$ cat src/rtl/lpe_pkg.sv
// Shared types, constants and arithmetic helpers for the pixel effect pipeline
package lpe_pkg;

    localparam int PIXEL_COUNT     = 256;
    localparam int SINE_TABLE_SIZE = 256;
    localparam int SINE_IDX_W      = $clog2(SINE_TABLE_SIZE);
    localparam int SINE_HALF       = SINE_TABLE_SIZE / 2;

    // Phase steps in Q24 turns
    localparam logic [23:0] STEP_FRAME_FAST = 24'd133509;
    localparam logic [23:0] STEP_POS_WAVE   = 24'd1068071;
    localparam logic [23:0] STEP_FRAME_SLOW = 24'd80105;

    // Register indexes
    localparam logic [2:0] REG_BRIGHTNESS = 3'd0;
    localparam logic [2:0] REG_IDLE_FX    = 3'd1;
    localparam logic [2:0] REG_CURSOR_FX  = 3'd2;
    localparam logic [2:0] REG_PRESET_R   = 3'd3;
    localparam logic [2:0] REG_PRESET_G   = 3'd4;
    localparam logic [2:0] REG_PRESET_B   = 3'd5;

    // Idle effect codes
    localparam logic [2:0] IDLE_RAINBOW  = 3'd1;
    localparam logic [2:0] IDLE_WARM     = 3'd2;
    localparam logic [2:0] IDLE_BREATHE  = 3'd3;
    localparam logic [2:0] IDLE_SLOW_RBW = 3'd4;

    // Cursor effect codes
    localparam logic [1:0] CUR_STEADY  = 2'd0;
    localparam logic [1:0] CUR_BLINK   = 2'd1;
    localparam logic [1:0] CUR_BREATHE = 2'd2;
    localparam logic [1:0] CUR_HUE     = 2'd3;

    typedef enum logic [1:0] {DIV_NONE, DIV_BY_255, DIV_BY_10} div_sel_t;
    typedef enum logic [1:0] {FAC_1, FAC_2, FAC_6} fac_t;

    // Operands and divider plan for one colour channel lane
    typedef struct packed {
        logic [7:0]  a;
        logic [15:0] b;
        logic [3:0]  z;
        div_sel_t    d5;
        div_sel_t    d6;
        fac_t        f;
    } lane_op_t;

    typedef logic [SINE_TABLE_SIZE-1:0][7:0] sine_tab_t;

    // Unsigned long division, used only while building tables
    function automatic int udiv(input int num, input int den);
        logic [31:0] q;
        logic [32:0] r;
        q = '0;
        r = '0;
        for (int i = 31; i >= 0; i--)
        begin
            r = {r[31:0], num[i]};
            if (r >= 33'(den))
            begin
                r    = r - 33'(den);
                q[i] = 1'b1;
            end
        end
        return int'(q);
    endfunction

    // Build the sine table at elaboration
    function automatic sine_tab_t build_sine();
        sine_tab_t tab;
        int n;
        int u;
        int a;
        int d;
        n = SINE_HALF;
        for (int k = 0; k < SINE_TABLE_SIZE; k++)
        begin
            // Fold the index into one half-turn
            u = k;
            if (u >= n) u = u - n;
            if (u >= n) u = u - n;
            a = u * (n - u);
            d = 5 * n * n - 4 * a;
            if (k < n)
                tab[k] = 8'(128 + udiv(127 * 16 * a, d));
            else
                tab[k] = 8'(128 - udiv(128 * 16 * a, d));
        end
        return tab;
    endfunction

    localparam sine_tab_t SINE_TAB = build_sine();

    // floor(x/10), exact below 16384
    function automatic logic [10:0] div10(input logic [13:0] x);
        logic [29:0] prod;
        prod = 30'(x) * 30'd6554;
        return prod[26:16];
    endfunction

endpackage

$ cat src/rtl/lpe_front.sv
// Front end: mode decode, phase and hue, then sine lookup and lane operands
module lpe_front (
    input  logic                   clk,
    input  logic                   en,
    input  logic                   in_take,
    input  logic [15:0]            frame_count,
    input  logic [7:0]             pixel_position,
    input  logic                   is_cursor,
    input  logic                   idle_active,
    input  logic                   led_on,
    input  logic [7:0]             led_red,
    input  logic [7:0]             led_green,
    input  logic [7:0]             led_blue,
    input  logic [3:0]             brightness_level,
    input  logic [2:0]             idle_effect,
    input  logic [1:0]             cursor_effect,
    input  logic [7:0]             preset_red,
    input  logic [7:0]             preset_green,
    input  logic [7:0]             preset_blue,
    output lpe_pkg::lane_op_t [2:0] op
);
    import lpe_pkg::*;

    typedef enum logic [2:0] {MODE_BLACK, MODE_SCALED, MODE_HSV, MODE_BREATHE, MODE_WARM}
        mode_t;

    typedef struct packed {
        mode_t                 mode;
        logic [3:0]            level;
        logic [7:0]            hue;
        logic [7:0]            sat;
        logic [SINE_IDX_W-1:0] sidx;
        logic [2:0][7:0]       col;
    } s1_t;

    s1_t                    s1_next;
    s1_t                    s1_reg;
    lane_op_t [2:0]         op_next;
    lane_op_t [2:0]         op_reg;

    logic [33:0]            blink_prod;
    logic [39:0]            fast_prod;
    logic [31:0]            pos_prod;
    logic [39:0]            slow_prod;
    logic [23:0]            ph_fast;
    logic [23:0]            ph_warm;
    logic [23:0]            ph_slow;
    logic [23:0]            phase;
    logic [47:0]            idx_prod;
    logic                   idle_fx;

    // Stage 1: decode the effect, hue and sine phase
    always_comb
    begin
        blink_prod = 34'(frame_count) * 34'd69906;
        fast_prod  = 40'(frame_count) * 40'(STEP_FRAME_FAST);
        pos_prod   = 32'(pixel_position) * 32'(STEP_POS_WAVE);
        slow_prod  = 40'(frame_count) * 40'(STEP_FRAME_SLOW);
        ph_fast    = fast_prod[23:0];
        ph_warm    = ph_fast + pos_prod[23:0];
        ph_slow    = slow_prod[23:0];
        idle_fx    = idle_active && (idle_effect inside {[IDLE_RAINBOW:IDLE_SLOW_RBW]});
        phase      = ph_fast;

        s1_next.level = (brightness_level > 4'd10) ? 4'd10 : brightness_level;
        s1_next.hue   = 8'd0;
        s1_next.sat   = 8'd255;
        s1_next.col   = {preset_blue, preset_green, preset_red};
        s1_next.mode  = MODE_BLACK;

        if ({1'b0, pixel_position} >= 9'(PIXEL_COUNT))
        begin
            s1_next.mode = MODE_BLACK;
        end
        else if (is_cursor)
        begin
            case (cursor_effect)
                CUR_STEADY:  s1_next.mode = MODE_SCALED;
                CUR_BLINK:   s1_next.mode = blink_prod[20] ? MODE_BLACK : MODE_SCALED;
                CUR_BREATHE: s1_next.mode = MODE_BREATHE;
                CUR_HUE:
                begin
                    s1_next.mode = MODE_HSV;
                    s1_next.hue  = 8'(10'(frame_count[7:0]) * 10'd3);
                end
                default:     s1_next.mode = MODE_BLACK;
            endcase
        end
        else if (idle_fx)
        begin
            case (idle_effect)
                IDLE_RAINBOW:
                begin
                    s1_next.mode = MODE_HSV;
                    s1_next.hue  = frame_count[7:0] + {pixel_position[4:0], 3'b000};
                end
                IDLE_WARM:
                begin
                    s1_next.mode = MODE_WARM;
                    phase        = ph_warm;
                end
                IDLE_BREATHE:
                begin
                    s1_next.mode = MODE_BREATHE;
                    phase        = ph_slow;
                end
                default:
                begin
                    s1_next.mode = MODE_HSV;
                    s1_next.sat  = 8'd200;
                    s1_next.hue  = {frame_count[6:0], 1'b0}
                                 + 8'(11'(pixel_position) * 11'd6);
                end
            endcase
        end
        else if (led_on)
        begin
            s1_next.mode = MODE_SCALED;
            s1_next.col  = {led_blue, led_green, led_red};
        end

        idx_prod     = 48'(phase) * 48'(SINE_TABLE_SIZE);
        s1_next.sidx = idx_prod[24 +: SINE_IDX_W];
    end

    // Hold stage 1 on stall
    always_ff @(posedge clk)
    begin
        if (en && in_take)
        begin
            s1_reg <= s1_next;
        end
        else if (en)
        begin
            s1_reg.mode <= MODE_BLACK;
        end
    end

    logic [7:0]  w;
    logic [10:0] h6;
    logic [2:0]  sext;
    logic [10:0] base;
    logic [7:0]  rem;
    logic [7:0]  ps;
    logic [15:0] kp;
    logic [15:0] kq;
    logic [15:0] kt;
    logic [15:0] sr;
    logic [15:0] st;
    logic [11:0] vm_n;
    logic [7:0]  vmax;
    logic [2:0][15:0] kch;

    // Stage 2: sine lookup, sextant split and lane operand select
    always_comb
    begin
        w  = SINE_TAB[s1_reg.sidx];
        h6 = 11'(s1_reg.hue) * 11'd6;
        if (h6 >= 11'd1530)      begin sext = 3'd6; base = 11'd1530; end
        else if (h6 >= 11'd1275) begin sext = 3'd5; base = 11'd1275; end
        else if (h6 >= 11'd1020) begin sext = 3'd4; base = 11'd1020; end
        else if (h6 >= 11'd765)  begin sext = 3'd3; base = 11'd765;  end
        else if (h6 >= 11'd510)  begin sext = 3'd2; base = 11'd510;  end
        else if (h6 >= 11'd255)  begin sext = 3'd1; base = 11'd255;  end
        else                     begin sext = 3'd0; base = 11'd0;    end
        rem  = 8'(h6 - base);
        ps   = 8'd255 - s1_reg.sat;
        kp   = 16'(ps) * 16'd255;
        sr   = 16'(s1_reg.sat) * 16'(rem);
        st   = 16'(s1_reg.sat) * 16'(8'd255 - rem);
        kq   = 16'd65025 - sr;
        kt   = 16'd65025 - st;
        vm_n = 12'(s1_reg.level) * 12'd255;
        vmax = 8'(div10(14'(vm_n)));

        case (sext)
            3'd1:    kch = {kp, 16'd65025, kq};
            3'd2:    kch = {kt, 16'd65025, kp};
            3'd3:    kch = {16'd65025, kq, kp};
            3'd4:    kch = {16'd65025, kp, kt};
            3'd5:    kch = {kq, kp, 16'd65025};
            default: kch = {kp, kt, 16'd65025};
        endcase

        for (int c = 0; c < 3; c++)
        begin
            op_next[c].a  = 8'd0;
            op_next[c].b  = 16'd0;
            op_next[c].z  = 4'd1;
            op_next[c].d5 = DIV_NONE;
            op_next[c].d6 = DIV_NONE;
            op_next[c].f  = FAC_1;
            case (s1_reg.mode)
                MODE_SCALED:
                begin
                    op_next[c].a  = s1_reg.col[c];
                    op_next[c].b  = 16'(s1_reg.level);
                    op_next[c].d6 = DIV_BY_10;
                end
                MODE_HSV:
                begin
                    op_next[c].a  = vmax;
                    op_next[c].b  = kch[c];
                    op_next[c].d5 = DIV_BY_255;
                    op_next[c].d6 = DIV_BY_255;
                end
                MODE_BREATHE:
                begin
                    op_next[c].a  = s1_reg.col[c];
                    op_next[c].b  = 16'(w);
                    op_next[c].z  = s1_reg.level;
                    op_next[c].d5 = DIV_BY_255;
                    op_next[c].d6 = DIV_BY_10;
                end
                MODE_WARM:
                begin
                    op_next[c].a  = w;
                    op_next[c].b  = 16'(s1_reg.level);
                    op_next[c].d5 = DIV_BY_10;
                    op_next[c].d6 = (c == 0) ? DIV_NONE : DIV_BY_10;
                    op_next[c].f  = (c == 0) ? FAC_1 : ((c == 1) ? FAC_6 : FAC_2);
                end
                default:
                begin
                    op_next[c].a = 8'd0;
                end
            endcase
        end
    end

    // Hold stage 2 on stall
    always_ff @(posedge clk)
    begin
        if (en)
        begin
            op_reg <= op_next;
        end
    end

    assign op = op_reg;

endmodule

$ cat src/rtl/lpe_lane.sv
// One colour channel: two multiplies then two constant divides, one per stage
module lpe_lane (
    input  logic              clk,
    input  logic              en,
    input  lpe_pkg::lane_op_t op,
    output logic [7:0]        result
);
    import lpe_pkg::*;

    logic [23:0] p3_reg;
    logic [3:0]  z3_reg;
    div_sel_t    d53_reg;
    div_sel_t    d63_reg;
    fac_t        f3_reg;
    logic [23:0] p4_reg;
    div_sel_t    d54_reg;
    div_sel_t    d64_reg;
    fac_t        f4_reg;
    logic [15:0] p5_reg;
    div_sel_t    d65_reg;
    fac_t        f5_reg;
    logic [7:0]  res_reg;

    logic [15:0] p5_next;
    logic [47:0] m255_wide;
    logic [15:0] fx;
    logic [32:0] m255_narrow;
    logic [7:0]  res_next;

    // Stage 3 and 4: product, then scale by z (the level in breathe mode, else one)
    always_ff @(posedge clk)
    begin
        if (en)
        begin
            p3_reg  <= 24'(op.a) * 24'(op.b);
            z3_reg  <= op.z;
            d53_reg <= op.d5;
            d63_reg <= op.d6;
            f3_reg  <= op.f;
            p4_reg  <= 24'(p3_reg * 24'(z3_reg));
            d54_reg <= d53_reg;
            d64_reg <= d63_reg;
            f4_reg  <= f3_reg;
        end
    end

    // Stage 5: first constant divide
    always_comb
    begin
        m255_wide = 48'(p4_reg) * 48'd8421505;
        case (d54_reg)
            DIV_BY_255: p5_next = m255_wide[46:31];
            DIV_BY_10:  p5_next = 16'(div10(p4_reg[13:0]));
            default:    p5_next = p4_reg[15:0];
        endcase
    end

    // Stage 6: pre-factor, then second constant divide
    always_comb
    begin
        case (f5_reg)
            FAC_2:   fx = {p5_reg[14:0], 1'b0};
            FAC_6:   fx = {p5_reg[13:0], 2'b00} + {p5_reg[14:0], 1'b0};
            default: fx = p5_reg;
        endcase
        m255_narrow = 33'(fx) * 33'd65794;
        case (d65_reg)
            DIV_BY_255: res_next = m255_narrow[31:24];
            DIV_BY_10:  res_next = 8'(div10(fx[13:0]));
            default:    res_next = fx[7:0];
        endcase
    end

    always_ff @(posedge clk)
    begin
        if (en)
        begin
            p5_reg  <= p5_next;
            d65_reg <= d64_reg;
            f5_reg  <= f4_reg;
            res_reg <= res_next;
        end
    end

    assign result = res_reg;

endmodule

$ cat src/rtl/led_pixel_effect_color.sv
// Pixel colour effect pipeline, top level.
// An accepted input beat moves through front stages 1 and 2, then lane stages 3 to 6.
// Throughput: one pixel per cycle; the whole pipe advances while the output
// register is empty or being taken, so a stalled output holds every stage.
// Reset clears the stage valid bits and loads the register defaults
// (brightness 5, effects off, preset white).
module led_pixel_effect_color (
    input  logic        clk,
    input  logic        rst_n,
    input  logic        in_valid,
    output logic        in_ready,
    input  logic [15:0] frame_count,
    input  logic [7:0]  pixel_position,
    input  logic        is_cursor,
    input  logic        idle_active,
    input  logic        led_on,
    input  logic [7:0]  led_red,
    input  logic [7:0]  led_green,
    input  logic [7:0]  led_blue,
    output logic        out_valid,
    input  logic        out_ready,
    output logic [7:0]  out_red,
    output logic [7:0]  out_green,
    output logic [7:0]  out_blue,
    input  logic        cfg_valid,
    output logic        cfg_ready,
    input  logic [2:0]  cfg_index,
    input  logic [7:0]  cfg_data
);
    import lpe_pkg::*;

    logic [3:0] brightness_reg;
    logic [2:0] idle_fx_reg;
    logic [1:0] cursor_fx_reg;
    logic [7:0] preset_r_reg;
    logic [7:0] preset_g_reg;
    logic [7:0] preset_b_reg;
    logic [5:0] valid_reg;
    logic [5:0] valid_next;
    logic       en;
    lane_op_t [2:0] op;
    logic [2:0][7:0] res;

    assign cfg_ready = 1'b1;

    // Register writes
    always_ff @(posedge clk or negedge rst_n)
    begin
        if (!rst_n)
        begin
            brightness_reg <= 4'd5;
            idle_fx_reg    <= 3'd0;
            cursor_fx_reg  <= CUR_STEADY;
            preset_r_reg   <= 8'd255;
            preset_g_reg   <= 8'd255;
            preset_b_reg   <= 8'd255;
        end
        else if (cfg_valid)
        begin
            case (cfg_index)
                REG_BRIGHTNESS: brightness_reg <= cfg_data[3:0];
                REG_IDLE_FX:    idle_fx_reg    <= cfg_data[2:0];
                REG_CURSOR_FX:  cursor_fx_reg  <= cfg_data[1:0];
                REG_PRESET_R:   preset_r_reg   <= cfg_data;
                REG_PRESET_G:   preset_g_reg   <= cfg_data;
                REG_PRESET_B:   preset_b_reg   <= cfg_data;
                default:        ;
            endcase
        end
    end

    // Advance the whole pipe unless the output beat is stalled
    assign en         = !valid_reg[5] || out_ready;
    assign in_ready   = en;
    assign valid_next = {valid_reg[4:0], in_valid};

    always_ff @(posedge clk or negedge rst_n)
    begin
        if (!rst_n)
        begin
            valid_reg <= 6'd0;
        end
        else if (en)
        begin
            valid_reg <= valid_next;
        end
    end

    lpe_front u_front (
        .clk              (clk),
        .en               (en),
        .in_take          (in_valid),
        .frame_count      (frame_count),
        .pixel_position   (pixel_position),
        .is_cursor        (is_cursor),
        .idle_active      (idle_active),
        .led_on           (led_on),
        .led_red          (led_red),
        .led_green        (led_green),
        .led_blue         (led_blue),
        .brightness_level (brightness_reg),
        .idle_effect      (idle_fx_reg),
        .cursor_effect    (cursor_fx_reg),
        .preset_red       (preset_r_reg),
        .preset_green     (preset_g_reg),
        .preset_blue      (preset_b_reg),
        .op               (op)
    );

    for (genvar c = 0; c < 3; c++)
    begin : g_lane
        lpe_lane u_lane (
            .clk    (clk),
            .en     (en),
            .op     (op[c]),
            .result (res[c])
        );
    end

    assign out_valid = valid_reg[5];
    assign out_red   = res[0];
    assign out_green = res[1];
    assign out_blue  = res[2];

endmodule

$ cat config.mk
export PLATFORM = sky130hd
export DESIGN_NAME = led_pixel_effect_color
export DESIGN_NICKNAME = d
export VERILOG_FILES = /design/src/rtl/lpe_pkg.sv /design/src/rtl/lpe_front.sv /design/src/rtl/lpe_lane.sv /design/src/rtl/led_pixel_effect_color.sv
export SDC_FILE = /design/constraint.sdc
export NUM_CORES = 2
export LEC_CHECK = 0
export BUFFER_PORTS_ARGS = -buffer_cell sky130_fd_sc_hd__buf_2
export CAP_MARGIN = 20
export CORE_AREA = 4 4 309 463
export CTS_CLUSTER_DIAMETER = 200
export CTS_CLUSTER_SIZE = 14
export DETAILED_ROUTE_END_ITERATION = 10
export DIE_AREA = 0 0 313 467
export PLACE_DENSITY = 0.76
export SYNTH_ARGS = -nofsm -noshare
export SYNTH_HDL_FRONTEND = slang
export SYNTH_SLANG_ARGS = --single-unit
$ cat constraint.sdc
create_clock -name clk -period 20.1 [get_ports clk]
set_input_delay 3.015 -clock clk [delete_from_list [all_inputs] [get_ports clk]]
set_output_delay 3.015 -clock clk [all_outputs]
set_load 0.005 [all_outputs]
==> reports/metrics.cfg <==
[global_routing]
grt_pass1_wl_um=326000
antenna_found_initial=1
track_usage=0.276
grt_max_degree=84
grt_pass1_vias=65619
grt_overflow=0

[worst_setup_path]
cp_data_required_time_ns=20.63
critPathKind=primary input to flip-flop
end_kind=flip-flop
cp-start-kind=primary input
crit_start=frame_count[4]
timing.rr.start=u_front.s1_reg[40]
worstPathArrival_ns=13.42
crit_path_top_delay_cell=nor2_1
path_common_cell=ha_1
cp_slowest_stage_delay_ns=0.59
crit_fanout=16

[clock_tree]
cts-root-buf=clkbuf_16
cts_tree=built
post_cts_buffers=0
ctsHtreeMaxLevel=2
clk_latency_ns=0.61
cts_buffers=35
clk_pin_slew_ns=0.09
holdBufCountCts=0
cts.path.max_buffers=3
cts_resized=0
cts_sinks=414

[logic_synthesis]
ys_ff_latch=414
ys_types=106
synthTopCellsByArea=ha_1, fa_1, edfxtp_1
synth-edff-count=367
yosysTopAreaCell=ha_1
synth.avg_cell_area_um2=9.93
synth_cells=8372
synth.top_cell.area_share=0.290
syn_nets=11347
synth_top_flop_cell=edfxtp_1
ys_warn_count=0
async_flop_share=0.0942
synth_seq_area_share=0.147
syn_area_um2=83100

[place]
port-buffer-count=92
gp_congestion=0.991
dp.final_hpwl_um=165000

[timing]
hold_violations=0
slew-limit-headroom=0.298
final_max_slew_viol_count=0
grt_setup_unrepaired=no
fin_setup_tns_ns=0
max_freq_mhz=77.6
max_slew.worst_pin.slew_ns=1.05
setup_violations=0
min_period_ns=12.88
min_period_over_period=0.641
skew_ns=0.0240

[finish]
fin_nets=11354
area_delta_synth_final_pct=4.07
drive_gt1_frac=0.0430
nFillCells=11379
n_antenna_cell=0
largest_reg_flops=82

[routing]
wl_met3_um=7100
met1_length_um=69400
routed.top_layer=met4
ant_nets=0
via_count=59699
drc=0
postRouteWirelength_um=197000
drt_iter0_drc=2789
vias_per_cell=5.82
wl_per_cell_um=19.2
wl_met2_um=106000
drt_first_pass_iters=6

[min_path]
hold_start=u_front.op[7]
hold_class=flip-flop to flip-flop

[floorplanning]
io_pins=94
core_area_um2=139000
die_w_um=313
dieArea_um2=146000
rows=168
die_h_um=467
start_util=0.597

[flow_run]
maxCapViolCount=0

[outcome]
status=complete, no violations

==> worst max-delay path, delay by kind of cell <==
family,cells,cell delay (ns)
compound gates,12,2.66
xor+xnor,1,0.10
fa+ha+maj,13,5.15
buf+inv,9,1.25
mux,1,0.18
simple gates,4,1.01
==> per-stage QoR <==
step                cells  cell area, um^2  hold slack, ns   util  worst slack (ns)
floorplan            8372            83100           0.400      -              2.86
global route        10260            86500           0.437  0.622              6.66
detailed placement  10210            85500           0.405  0.614              6.66
CTS                 10258            86500           0.418  0.621              7.32
global placement    10209            85500           0.402  0.614              6.70
finish              10260            86500           0.421  0.622              7.22
==> cell families after synthesis <==
logic type | Yosys count | share of synthesized area
compound gates | 1172 | 0.0949
xor+xnor | 395 | 0.0417
fa+ha+maj | 2908 | 0.526
buf+inv | 1684 | 0.0774
flops | 414 | 0.147
mux | 114 | 0.0153
other cells | 1 | 0.0000451
simple gates | 1684 | 0.0976
==> layout make-up <==
cell class / count / area, um^2 / area share
Clock buffer: 44 / 910 / 0.0105
Multi-Input combinational cell: 6274 / 64500 / 0.746
Inverter: 1526 / 5730 / 0.0662
Clock inverter: 4 / 63.8 / 0.000738
Tap cell: 1870 / 2340 / 0.0271
Sequential cell: 414 / 12200 / 0.141
Timing Repair Buffer: 128 / 738 / 0.00854
==> path summary, 6_finish.rpt <==
| kind | to | slack, ns | depth (start not counted) |
|---|---|---|---|
| hold reg to reg | g_lane[2].u_lane.z3_reg[1] | 0.42 | 0 |
| max in group asynchronous | valid_reg[0] | 17.03 | 1 |
| hold / removal | g_lane[2].u_lane.z3_reg[1] | 0.42 | 0 |
| setup / recovery | u_front.w[3] | 7.22 | 40 |
| min in group asynchronous | valid_reg[4] | 2.53 | 1 |
| setup reg to reg | u_front.op[23] | 8.75 | 43 |
==> routing by layer <==
metal,GRT usage,vias up
li1,-,28092
met1,0.281,29563
met2,0.537,1435
met3,0.0275,609
met4,0.167,0
met5,0,-
==> cells in the final DEF, fill, tap and decap left out, types with 28 or more instances in the layout <==
cell type and n:
o211ai_1 28, nand2_1 642, buf_4 34, xor2_1 101, nand2b_1 43, a21oi_1 314
o21bai_1 50, xnor2_1 293, edfxtp_1 367, clkbuf_16 35, o21a_1 39, inv_1 1524
a211oi_1 51, nor2b_1 63, a221oi_1 46, or3_1 31, o21ai_0 205, mux2_2 92
and3_1 35, nor2_1 272, fa_1 981, a22oi_1 55, nor3_1 92, and2_1 321
buf_2 92, ha_1 1926, a21o_1 120, nand3_1 84
==> synthesized netlist by cell type, types with 22 or more instances <==
cell         n
ha_1      1927
inv_1     1524
fa_1       981
nand2_1    642
edfxtp_1   367
and2_1     321
a21oi_1    315
xnor2_1    293
nor2_1     272
o21ai_0    205
a21o_1     120
clkbuf_1   118
xor2_1     101
mux2_2      92
nor3_1      92
nand3_1     84
nor2b_1     64
a22oi_1     55
a211oi_1    51
o21bai_1    50
a221oi_1    46
nand2b_1    44
o21a_1      39
and3_1      35
or3_1       31
o211ai_1    28
dfstp_2     26
nand4_1     25
a31oi_1     24
or2_2       22
Power is not shown: default switching activity piles up to over one toggle a cycle in this logic, so the estimate is an artifact.
